**config.mk**
```make
export PLATFORM = sky130hd
export DESIGN_NAME = seal_motor_sequencer_flat
export DESIGN_NICKNAME = d
export VERILOG_FILES = /design/src/hw/rtl/sms_pkg.sv /design/src/hw/rtl/sms_chan_if.sv /design/src/hw/rtl/sms_cfg.sv /design/src/hw/rtl/sms_step.sv /design/src/hw/rtl/seal_motor_sequencer.sv /design/src/flat_wrapper.sv
export SDC_FILE = /design/constraint.sdc
export NUM_CORES = 1
export LEC_CHECK = 0
export BUFFER_PORTS_ARGS = -buffer_cell sky130_fd_sc_hd__buf_2
export CORE_MARGIN = 5
export CORE_UTILIZATION = 62
export CTS_CLUSTER_DIAMETER = 60
export DETAILED_ROUTE_END_ITERATION = 12
export GPL_TIMING_DRIVEN = 0
export PLACE_DENSITY = 0.83
export SYNTH_ARGS = -nofsm -noshare
export SYNTH_HDL_FRONTEND = slang
export SYNTH_SLANG_ARGS = --single-unit
```
**constraint.sdc**
```tcl
create_clock -name i_clk -period 9.6 [get_ports i_clk]
set_input_delay 0.96 -clock i_clk [delete_from_list [all_inputs] [get_ports i_clk]]
set_output_delay 0.96 -clock i_clk [all_outputs]
set_load 0.1 [all_outputs]
```
**src/hw/rtl/sms_pkg.sv**
```systemverilog
package sms_pkg;

    // Status / mode codes
    localparam logic [2:0] MODE_IDLE      = 3'd0;
    localparam logic [2:0] MODE_PUSHING   = 3'd1;
    localparam logic [2:0] MODE_PUSHED    = 3'd2;
    localparam logic [2:0] MODE_RELEASING = 3'd3;
    localparam logic [2:0] MODE_RELEASED  = 3'd4;
    localparam logic [2:0] MODE_FAULT     = 3'd5;

    // Command codes
    localparam logic [2:0] ACT_NONE        = 3'd0;
    localparam logic [2:0] ACT_STOP        = 3'd1;
    localparam logic [2:0] ACT_PUSH        = 3'd2;
    localparam logic [2:0] ACT_RELEASE     = 3'd3;
    localparam logic [2:0] ACT_FAULT_RESET = 3'd4;

    // Register indexes
    localparam logic [2:0] REG_PUSH_SPEED          = 3'd0;
    localparam logic [2:0] REG_RELEASE_SPEED       = 3'd1;
    localparam logic [2:0] REG_PUSH_TIME_LIMIT     = 3'd2;
    localparam logic [2:0] REG_RELEASE_TIME_LIMIT  = 3'd3;
    localparam logic [2:0] REG_FAULT_CURRENT_LIMIT = 3'd4;
    localparam logic [2:0] REG_PUSH_MIN_TIME       = 3'd5;
    localparam logic [2:0] REG_PUSH_EXTRA_TIME     = 3'd6;
    localparam logic [2:0] REG_RELEASE_MIN_TIME    = 3'd7;

    localparam logic DIR_FWD = 1'b0;
    localparam logic DIR_REV = 1'b1;

    typedef struct packed {
        logic [2:0]  action;
        logic [31:0] now_ms;
        logic        pushed_sensor;
        logic        released_sensor;
        logic [11:0] current_sample;
    } t_poll;

    typedef struct packed {
        logic [2:0]  status;
        logic        power_enable;
        logic [9:0]  in1_high_duty;
        logic        in2_level;
        logic        safe_phase;
        logic [11:0] peak_current;
    } t_result;

    typedef struct packed {
        logic [2:0]  index;
        logic [15:0] data;
    } t_cfg_wr;

    typedef struct packed {
        logic [15:0] push_speed;
        logic [15:0] release_speed;
        logic [15:0] push_time_limit;
        logic [15:0] release_time_limit;
        logic [11:0] fault_current_limit;
        logic [15:0] push_min_time;
        logic [15:0] push_extra_time;
        logic [15:0] release_min_time;
    } t_cfg;

    // Sequencer state apart from the drive speed, whose width follows PWM_MAX
    typedef struct packed {
        logic [2:0]  mode;
        logic        sensor_latched;
        logic [31:0] push_start;
        logic [31:0] sensor_seen_time;
        logic [31:0] release_start;
        logic [11:0] peak;
        logic        reverse_dir;
        logic        power_on;
    } t_state;

endpackage

```
**src/hw/rtl/sms_chan_if.sv**
```systemverilog
interface sms_chan_if #(
    parameter type T_DATA = logic
);
    logic  valid;
    logic  ready;
    T_DATA data;

    modport source (output valid, output data, input ready);
    modport sink (input valid, input data, output ready);
endinterface

```
**src/hw/rtl/sms_cfg.sv**
```systemverilog
module sms_cfg (
    input  logic              i_clk,
    input  logic              i_rst_n,
    sms_chan_if.sink          i_cfg,
    output sms_pkg::t_cfg     o_regs
);

    sms_pkg::t_cfg r_regs;

    assign i_cfg.ready = 1'b1;
    assign o_regs      = r_regs;

    always_ff @(posedge i_clk) begin
        if (!i_rst_n) begin
            r_regs.push_speed          <= 16'd500;
            r_regs.release_speed       <= 16'd500;
            r_regs.push_time_limit     <= 16'd5000;
            r_regs.release_time_limit  <= 16'd5000;
            r_regs.fault_current_limit <= 12'd4095;
            r_regs.push_min_time       <= 16'd200;
            r_regs.push_extra_time     <= 16'd300;
            r_regs.release_min_time    <= 16'd200;
        end else if (i_cfg.valid) begin
            case (i_cfg.data.index)
                sms_pkg::REG_PUSH_SPEED:          r_regs.push_speed <= i_cfg.data.data;
                sms_pkg::REG_RELEASE_SPEED:       r_regs.release_speed <= i_cfg.data.data;
                sms_pkg::REG_PUSH_TIME_LIMIT:     r_regs.push_time_limit <= i_cfg.data.data;
                sms_pkg::REG_RELEASE_TIME_LIMIT:  r_regs.release_time_limit <= i_cfg.data.data;
                sms_pkg::REG_FAULT_CURRENT_LIMIT: begin
                    r_regs.fault_current_limit <= i_cfg.data.data[11:0];
                end
                sms_pkg::REG_PUSH_MIN_TIME:       r_regs.push_min_time <= i_cfg.data.data;
                sms_pkg::REG_PUSH_EXTRA_TIME:     r_regs.push_extra_time <= i_cfg.data.data;
                sms_pkg::REG_RELEASE_MIN_TIME:    r_regs.release_min_time <= i_cfg.data.data;
                default: ;
            endcase
        end
    end

endmodule

```
**src/hw/rtl/sms_step.sv**
```systemverilog
module sms_step #(
    parameter int PWM_MAX = 1000,
    parameter int SPD_W   = 10
) (
    input  sms_pkg::t_poll    i_poll,
    input  sms_pkg::t_cfg     i_regs,
    input  sms_pkg::t_state   i_state,
    input  logic [SPD_W-1:0]  i_speed,
    output sms_pkg::t_state   o_state,
    output logic [SPD_W-1:0]  o_speed,
    output sms_pkg::t_result  o_result
);

    localparam logic [15:0]      PWM_MAX_16 = 16'(PWM_MAX);
    localparam logic [SPD_W-1:0] PWM_MAX_S  = SPD_W'(PWM_MAX);

    logic [32:0]       now_x;
    logic [32:0]       push_min_end;
    logic [32:0]       push_limit_end;
    logic [32:0]       extra_end;
    logic [32:0]       rel_min_end;
    logic [32:0]       rel_limit_end;
    logic [SPD_W-1:0]  push_spd;
    logic [SPD_W-1:0]  rel_spd;
    logic [SPD_W-1:0]  duty;
    logic [SPD_W+9:0]  duty_ext;
    logic              safe;
    sms_pkg::t_state   st;
    logic [SPD_W-1:0]  spd;

    // Time sums carry one extra bit so they never wrap
    assign now_x          = {1'b0, i_poll.now_ms};
    assign push_min_end   = {1'b0, i_state.push_start} + {17'd0, i_regs.push_min_time};
    assign push_limit_end = {1'b0, i_state.push_start} + {17'd0, i_regs.push_time_limit};
    assign extra_end      = {1'b0, i_state.sensor_seen_time} + {17'd0, i_regs.push_extra_time};
    assign rel_min_end    = {1'b0, i_state.release_start} + {17'd0, i_regs.release_min_time};
    assign rel_limit_end  = {1'b0, i_state.release_start} + {17'd0, i_regs.release_time_limit};

    assign push_spd = (i_regs.push_speed > PWM_MAX_16) ? PWM_MAX_S
                                                       : SPD_W'(i_regs.push_speed);
    assign rel_spd  = (i_regs.release_speed > PWM_MAX_16) ? PWM_MAX_S
                                                          : SPD_W'(i_regs.release_speed);

    always_comb begin
        st   = i_state;
        spd  = i_speed;
        safe = 1'b0;

        if (i_poll.current_sample > st.peak) begin
            st.peak = i_poll.current_sample;
        end

        if (i_poll.current_sample > i_regs.fault_current_limit
                && st.mode != sms_pkg::MODE_FAULT) begin
            spd      = '0;
            st.power_on = 1'b0;
            st.mode  = sms_pkg::MODE_FAULT;
        end

        if (st.mode == sms_pkg::MODE_PUSHING) begin
            if (!st.sensor_latched) begin
                if (now_x > push_min_end && i_poll.pushed_sensor) begin
                    st.sensor_latched   = 1'b1;
                    st.sensor_seen_time = i_poll.now_ms;
                end else if (push_limit_end < now_x) begin
                    spd         = '0;
                    st.power_on = 1'b0;
                    st.mode     = sms_pkg::MODE_FAULT;
                end
            end else if (now_x > extra_end) begin
                spd         = '0;
                st.power_on = 1'b0;
                st.mode     = sms_pkg::MODE_PUSHED;
            end
        end else if (st.mode == sms_pkg::MODE_RELEASING) begin
            if (now_x > rel_min_end && i_poll.released_sensor) begin
                spd         = '0;
                st.power_on = 1'b0;
                st.mode     = sms_pkg::MODE_RELEASED;
            end
            // timeout wins over the sensor in the same poll
            if (now_x > rel_limit_end) begin
                spd         = '0;
                st.power_on = 1'b0;
                st.mode     = sms_pkg::MODE_FAULT;
            end
        end

        case (i_poll.action)
            sms_pkg::ACT_STOP: begin
                spd         = '0;
                st.power_on = 1'b0;
                st.mode     = sms_pkg::MODE_IDLE;
            end
            sms_pkg::ACT_PUSH: begin
                st.peak = '0;
                if (st.mode != sms_pkg::MODE_FAULT && st.mode != sms_pkg::MODE_PUSHING) begin
                    st.sensor_latched = 1'b0;
                    st.push_start     = i_poll.now_ms;
                    safe              = (st.reverse_dir != sms_pkg::DIR_FWD);
                    st.power_on       = 1'b1;
                    st.reverse_dir    = sms_pkg::DIR_FWD;
                    spd               = push_spd;
                    st.mode           = sms_pkg::MODE_PUSHING;
                end
            end
            sms_pkg::ACT_RELEASE: begin
                st.peak = '0;
                if (st.mode != sms_pkg::MODE_FAULT
                        && st.mode != sms_pkg::MODE_RELEASING) begin
                    st.release_start = i_poll.now_ms;
                    safe             = (st.reverse_dir != sms_pkg::DIR_REV);
                    st.power_on      = 1'b1;
                    st.reverse_dir   = sms_pkg::DIR_REV;
                    spd              = rel_spd;
                    st.mode          = sms_pkg::MODE_RELEASING;
                end
            end
            sms_pkg::ACT_FAULT_RESET: begin
                if (st.mode == sms_pkg::MODE_FAULT) begin
                    spd         = '0;
                    st.power_on = 1'b0;
                    st.peak     = '0;
                    st.mode     = sms_pkg::MODE_IDLE;
                end
            end
            default: ;
        endcase
    end

    // speed never exceeds PWM_MAX, so the reverse duty cannot underflow
    assign duty     = !st.power_on ? '0
                    : (st.reverse_dir ? (PWM_MAX_S - spd) : spd);
    assign duty_ext = {10'd0, duty};

    assign o_state  = st;
    assign o_speed  = spd;

    assign o_result.status        = st.mode;
    assign o_result.power_enable  = st.power_on;
    assign o_result.in1_high_duty = duty_ext[9:0];
    assign o_result.in2_level     = st.power_on & st.reverse_dir;
    assign o_result.safe_phase    = safe;
    assign o_result.peak_current  = st.peak;

endmodule

```
**src/hw/rtl/seal_motor_sequencer.sv**
```systemverilog
// Channel   Dir  Word       Fields
// i_poll    in   t_poll     action, now_ms, pushed_sensor, released_sensor, current_sample
// o_result  out  t_result   status, power_enable, in1_high_duty, in2_level,
//                           safe_phase, peak_current
// i_cfg     in   t_cfg_wr   index (0..7), data (16 bits, limit register takes [11:0])
//
// One poll word per cycle while the result is not stalled. An accepted poll
// goes to a poll register, then through the step logic into the result register.
// The step logic is the longest path: a 33-bit start-plus-span add and compare.
// i_rst_n is synchronous, active low; it clears both stages and the sequencer
// state and restores the register defaults. A stalled result holds while the
// poll register keeps accepting until it too is full.
module seal_motor_sequencer #(
    parameter int PWM_MAX = 1000
) (
    input  logic      i_clk,
    input  logic      i_rst_n,
    sms_chan_if.sink  i_poll,
    sms_chan_if.sink  i_cfg,
    sms_chan_if.source o_result
);

    localparam int SPD_W = $clog2(PWM_MAX + 1);

    sms_pkg::t_cfg    regs;

    // poll stage
    sms_pkg::t_poll   r_poll;
    logic             r_poll_valid;

    // result stage
    sms_pkg::t_result r_result;
    logic             r_result_valid;
    sms_pkg::t_result n_result;

    // sequencer state
    sms_pkg::t_state  r_state;
    sms_pkg::t_state  n_state;
    logic [SPD_W-1:0] r_speed;
    logic [SPD_W-1:0] n_speed;

    logic             advance;

    sms_cfg u_cfg (
        .i_clk   (i_clk),
        .i_rst_n (i_rst_n),
        .i_cfg   (i_cfg),
        .o_regs  (regs)
    );

    sms_step #(
        .PWM_MAX (PWM_MAX),
        .SPD_W   (SPD_W)
    ) u_step (
        .i_poll   (r_poll),
        .i_regs   (regs),
        .i_state  (r_state),
        .i_speed  (r_speed),
        .o_state  (n_state),
        .o_speed  (n_speed),
        .o_result (n_result)
    );

    // Advance the held poll whenever the result register is free or draining
    assign advance      = r_poll_valid && (!r_result_valid || o_result.ready);
    assign i_poll.ready = !r_poll_valid || advance;

    assign o_result.valid = r_result_valid;
    assign o_result.data  = r_result;

    // Poll register: load on accept, drop once passed on
    always_ff @(posedge i_clk) begin
        if (!i_rst_n) begin
            r_poll_valid <= 1'b0;
        end else if (i_poll.valid && i_poll.ready) begin
            r_poll_valid <= 1'b1;
        end else if (advance) begin
            r_poll_valid <= 1'b0;
        end
    end

    always_ff @(posedge i_clk) begin
        if (i_poll.valid && i_poll.ready) begin
            r_poll <= i_poll.data;
        end
    end

    // Result register and state commit together, one poll at a time
    always_ff @(posedge i_clk) begin
        if (!i_rst_n) begin
            r_result_valid <= 1'b0;
            r_state        <= '{mode:             sms_pkg::MODE_IDLE,
                                sensor_latched:   1'b0,
                                push_start:       32'd0,
                                sensor_seen_time: 32'd0,
                                release_start:    32'd0,
                                peak:             12'd0,
                                reverse_dir:      sms_pkg::DIR_FWD,
                                power_on:         1'b0};
            r_speed        <= '0;
        end else if (advance) begin
            r_result_valid <= 1'b1;
            r_state        <= n_state;
            r_speed        <= n_speed;
        end else if (o_result.ready) begin
            r_result_valid <= 1'b0;
        end
    end

    always_ff @(posedge i_clk) begin
        if (advance) begin
            r_result <= n_result;
        end
    end

endmodule

```
**src/flat_wrapper.sv**
```systemverilog
// flat-port wrapper written by rule: the top's interface ports become plain ports
module seal_motor_sequencer_flat 
#(
    parameter int PWM_MAX = 1000
)
  (i_clk, i_rst_n, i_poll_valid, i_poll_data, i_poll_ready, i_cfg_valid, i_cfg_data, i_cfg_ready, o_result_valid, o_result_data, o_result_ready);
  sms_chan_if #(.T_DATA(sms_pkg::t_poll)) i_poll_i ();
  sms_chan_if #(.T_DATA(sms_pkg::t_cfg_wr)) i_cfg_i ();
  sms_chan_if #(.T_DATA(sms_pkg::t_result)) o_result_i ();
  input  logic i_clk;
  input  logic i_rst_n;
  input wire logic [$bits(i_poll_i.valid)-1:0] i_poll_valid;
  input wire logic [$bits(i_poll_i.data)-1:0] i_poll_data;
  output wire logic [$bits(i_poll_i.ready)-1:0] i_poll_ready;
  input wire logic [$bits(i_cfg_i.valid)-1:0] i_cfg_valid;
  input wire logic [$bits(i_cfg_i.data)-1:0] i_cfg_data;
  output wire logic [$bits(i_cfg_i.ready)-1:0] i_cfg_ready;
  output wire logic [$bits(o_result_i.valid)-1:0] o_result_valid;
  output wire logic [$bits(o_result_i.data)-1:0] o_result_data;
  input wire logic [$bits(o_result_i.ready)-1:0] o_result_ready;
  assign i_poll_i.valid = i_poll_valid;
  assign i_poll_i.data = i_poll_data;
  assign i_poll_ready = i_poll_i.ready;
  assign i_cfg_i.valid = i_cfg_valid;
  assign i_cfg_i.data = i_cfg_data;
  assign i_cfg_ready = i_cfg_i.ready;
  assign o_result_valid = o_result_i.valid;
  assign o_result_data = o_result_i.data;
  assign o_result_i.ready = o_result_ready;
  seal_motor_sequencer #(.PWM_MAX(PWM_MAX)) u_core (.i_clk(i_clk), .i_rst_n(i_rst_n), .i_poll(i_poll_i), .i_cfg(i_cfg_i), .o_result(o_result_i));
endmodule
```
==> flow_metrics.py <==
metrics = {
    "sta": {
        "max-slew-margin-rel_pct": 14.6,
        "fin_worst_skew_ns": 0.0247,
        "rsz0062_at_grt": "no",
        "worst_slew_pin_slew_ns": 1.27,
        "maxSlewViolCount": 0,
        "layout_setup_ws_ns": 0.715,
        "hold_slack_ns": 0.468,
        "setup_viol": 0,
        "fmax_mhz": 113,
        "finalWorstPathRequiredPeriod_ns": 8.88,
        "hold_violations": 0,
        "fin_crit_sh_pct": 92.5,
        "tns_ns": 0,
    },
    "routing": {
        "vias": 19500,
        "ant_nets": 0,
        "wire_per_inst_microns": 19.6,
        "drt_iter0_markers": 1909,
        "wl_microns": 62000,
        "drc": 0,
        "viasPerCell": 6.17,
        "dr.pass1.iters": 6,
    },
    "place": {
        "portBuffers": 87,
        "post-place-ws_ns": 0.424,
        "postPlaceCellArea_sq_um": 22800,
        "gp_congestion": 0.954,
        "dp_cells": 3094,
        "dp_hpwl_microns": 47400,
    },
    "job": {
        "max_cap_violations": 0,
    },
    "yosys": {
        "yosys.area.top_type": "dfxtp_1",
        "synth_seq_cells": 327,
        "ys_types": 92,
        "synth_area_leaders": "dfxtp_1 (23%), ha_1 (15%), edfxtp_1 (11%)",
        "avgSynthCellArea_sq_um": 8.54,
        "netlist_area_sq_um": 21800,
        "synthCells": 2550,
        "synth_warnings": 0,
        "async_flop_share_pct": 0,
        "synth_flop_cell": "dfxtp_1",
        "synth_top_area_share_pct": 23.0,
        "synth_edf_count": 77,
        "synth.net_count": 2892,
        "ys_seq_area_share_pct": 33.6,
    },
    "layout": {
        "final_core_util_pct": 69.5,
        "finalNonFillerCells": 3164,
        "multi_input_area_sq_um": 13700,
        "synthToLayoutAreaGrowth_pct": 10.5,
        "drive_gt1_share_pct": 7.31,
        "finalInstanceArea_sq_um": 24100,
        "fillCellCount": 2665,
        "fin_nets": 3022,
        "layout.area.seq_sq_um": 7320,
    },
    "clock_network": {
        "htree_levels": 2,
        "clk_path_buf_depth": 3,
        "cts_tree": "done",
        "cts-root-buf": "clkbuf_16",
        "cts_sinks": 327,
        "cts_buffers": 39,
        "cts_hold_buffers": 0,
        "clk_latency_ns": 0.57,
        "path_clk_slew_ns": 0.06,
    },
    "critical_path": {
        "worstRegToRegCells": 31,
        "cp_data_arrival_time_ns": 9.28,
        "crit_fanout": 9,
        "worstSetupPathType": "reg2reg",
        "slowest_stage": "o41ai_2",
        "cp-end-kind": "register",
        "crit_path_start_kind": "register",
        "slowest_delay_ns": 0.74,
        "required_ns": 10.00,
        "cp_common_cell": "a21oi_1",
    },
    "floorplan": {
        "die_w_microns": 197,
        "io_pins": 104,
        "fp.dieArea_sq_um": 39000,
        "rows": 68,
        "die_h_microns": 197,
        "core-area_sq_um": 34600,
        "floorplan.initialDensity_pct": 62.9,
    },
    "min_path": {
        "hold_path_class": "reg2reg",
        "min_path_cells": 2,
    },
    "global_route": {
        "track_usage_pct": 31.0,
        "overflow": 0,
        "grt_pass1_vias": 18900,
        "grt_pass1_wl_microns": 97500,
        "antenna_found_initial": 4,
        "grt_max_degree": 38,
    },
    "power_and_ir_drop": {
        "powerDensity_nw_per_um2": 141,
        "power.total_mw": 3.40,
        "ir_worst_vdd_mv": 0.158,
        "leakagePower_nw": 9.71,
    },
    "run_status": {
        "status": "finished, final reports clean",
    },
}
==> cell families (layout without fill, tap and decap cells) <==
| family | Yosys count | in the layout | share of synthesized area, % |
|---|---|---|---|
| simple gates | 972 | 972 | 20.2 |
| flops | 327 | 327 | 33.6 |
| mux | 47 | 47 | 2.17 |
| buf+inv | 200 | 358 | 3.59 |
| fa+ha+maj | 269 | 269 | 15.6 |
| other cells | 1 | 2 | 0.0172 |
| compound gates | 584 | 584 | 18.7 |
| xor+xnor | 150 | 150 | 6.07 |
==> critical path, delay by kind of cell (launching register included) <==
kind            cells  cell delay [ns]
compound gates     16             4.47
simple gates        9             2.40
fa+ha+maj           3             0.81
flops               1             0.39
buf+inv             1             0.05
xor+xnor            2             0.59
==> synth_stat cells (5+ instances only) <==
library cell  instances
o21a_1               15
buf_2                 6
and2_1               14
ha_1                264
nor3b_1               7
inv_1                98
clkbuf_2             10
a211oi_1             21
a2111oi_0             6
buf_1                 5
fa_1                  5
nor2b_1              50
nand4_1              43
or2_2                 8
a22oi_1               6
and3_1               15
a21o_1               31
nand3_1              89
a211o_1               5
a21boi_0            164
nor3_1               35
clkbuf_1             78
nand2b_1             28
o21bai_1             26
o41ai_1               5
o21ai_0              70
o21ai_1               6
edfxtp_1             77
mux2i_1              46
xor2_1               61
nor2_1              122
dfxtp_1             250
nand2_1             515
and4_1                9
or3_1                 8
a21oi_1             132
nor4_1               16
o211a_1              13
o211ai_1             25
a31oi_1               5
xnor2_1              88
==> state kept, by name, summed over array words and instances (netlist names) <==
signal and count:
u_core.o_result.valid 1, u_core.r_speed 10, u_core.r_poll_valid 1, u_core.u_cfg.o_regs 124, u_core.r_poll 49, u_core.r_state 114
u_core.o_result.data 28
==> power by group <==
| part | switching [mW] | total (mW) | internal (mW) | leakage, nW |
|---|---|---|---|---|
| clock network | 0.602 | 1.44 | 0.835 | 0.600 |
| registers | 0.0518 | 1.51 | 1.46 | 2.78 |
| logic | 0.297 | 0.455 | 0.158 | 6.33 |
==> metal layers <==
metal / GRT usage [%] / up-vias / share of wire (%)
met5: 0 / - / 0.073
li1: - / 9279 / -
met4: 14.8 / 6 / 5.0
met3: 5.80 / 220 / 8.2
met2: 49.8 / 826 / 45
met1: 40.5 / 9180 / 42
==> worst paths after layout <==
kind              slack, ns                                      to                             startpoint
setup / recovery       0.72  u_core.o_result.data[20]$_SDFFCE_PN0P_   u_core.u_cfg.o_regs[17]$_SDFFE_PN0P_
hold / removal         0.47   u_core.u_cfg.o_regs[122]$_SDFFE_PN0P_  u_core.u_cfg.o_regs[122]$_SDFFE_PN0P_
setup reg to reg       0.72  u_core.o_result.data[20]$_SDFFCE_PN0P_   u_core.u_cfg.o_regs[17]$_SDFFE_PN0P_
hold reg to reg        0.47   u_core.u_cfg.o_regs[122]$_SDFFE_PN0P_  u_core.u_cfg.o_regs[122]$_SDFFE_PN0P_
==> cells in the final DEF, fill, tap and decap left out, types with 50 or more instances in the layout <==
cell / netlist / layout
edfxtp_1: 77 / 77
inv_1: 98 / 98
o21ai_0: 70 / 70
xor2_1: 61 / 61
buf_2: 6 / 93
nor2b_1: 50 / 50
xnor2_1: 88 / 88
clkbuf_1: 78 / 89
a21oi_1: 132 / 132
ha_1: 264 / 264
nor2_1: 122 / 122
nand3_1: 89 / 89
a21boi_0: 164 / 164
nand2_1: 515 / 515
dfxtp_1: 250 / 250
==> final cells by class <==
type	count	share of cell area (%)
flip-flops and latches	327	30.4
multi-input cells	2023	57.0
repair buffers	89	1.92
plain buffers	101	1.71
clock buffers	57	4.63
inverters	99	1.54
diodes	1	0.0104
clock inverters	12	0.463
well taps	455	2.37
==> what timing repair did <==
item / 4_1_cts / 5_1_grt
gates resized for setup: 0 / 1
setup endpoints to repair: 0 / 2
setup buffers: 0 / 0
Note: power is estimated with default switching activity, not from simulation.
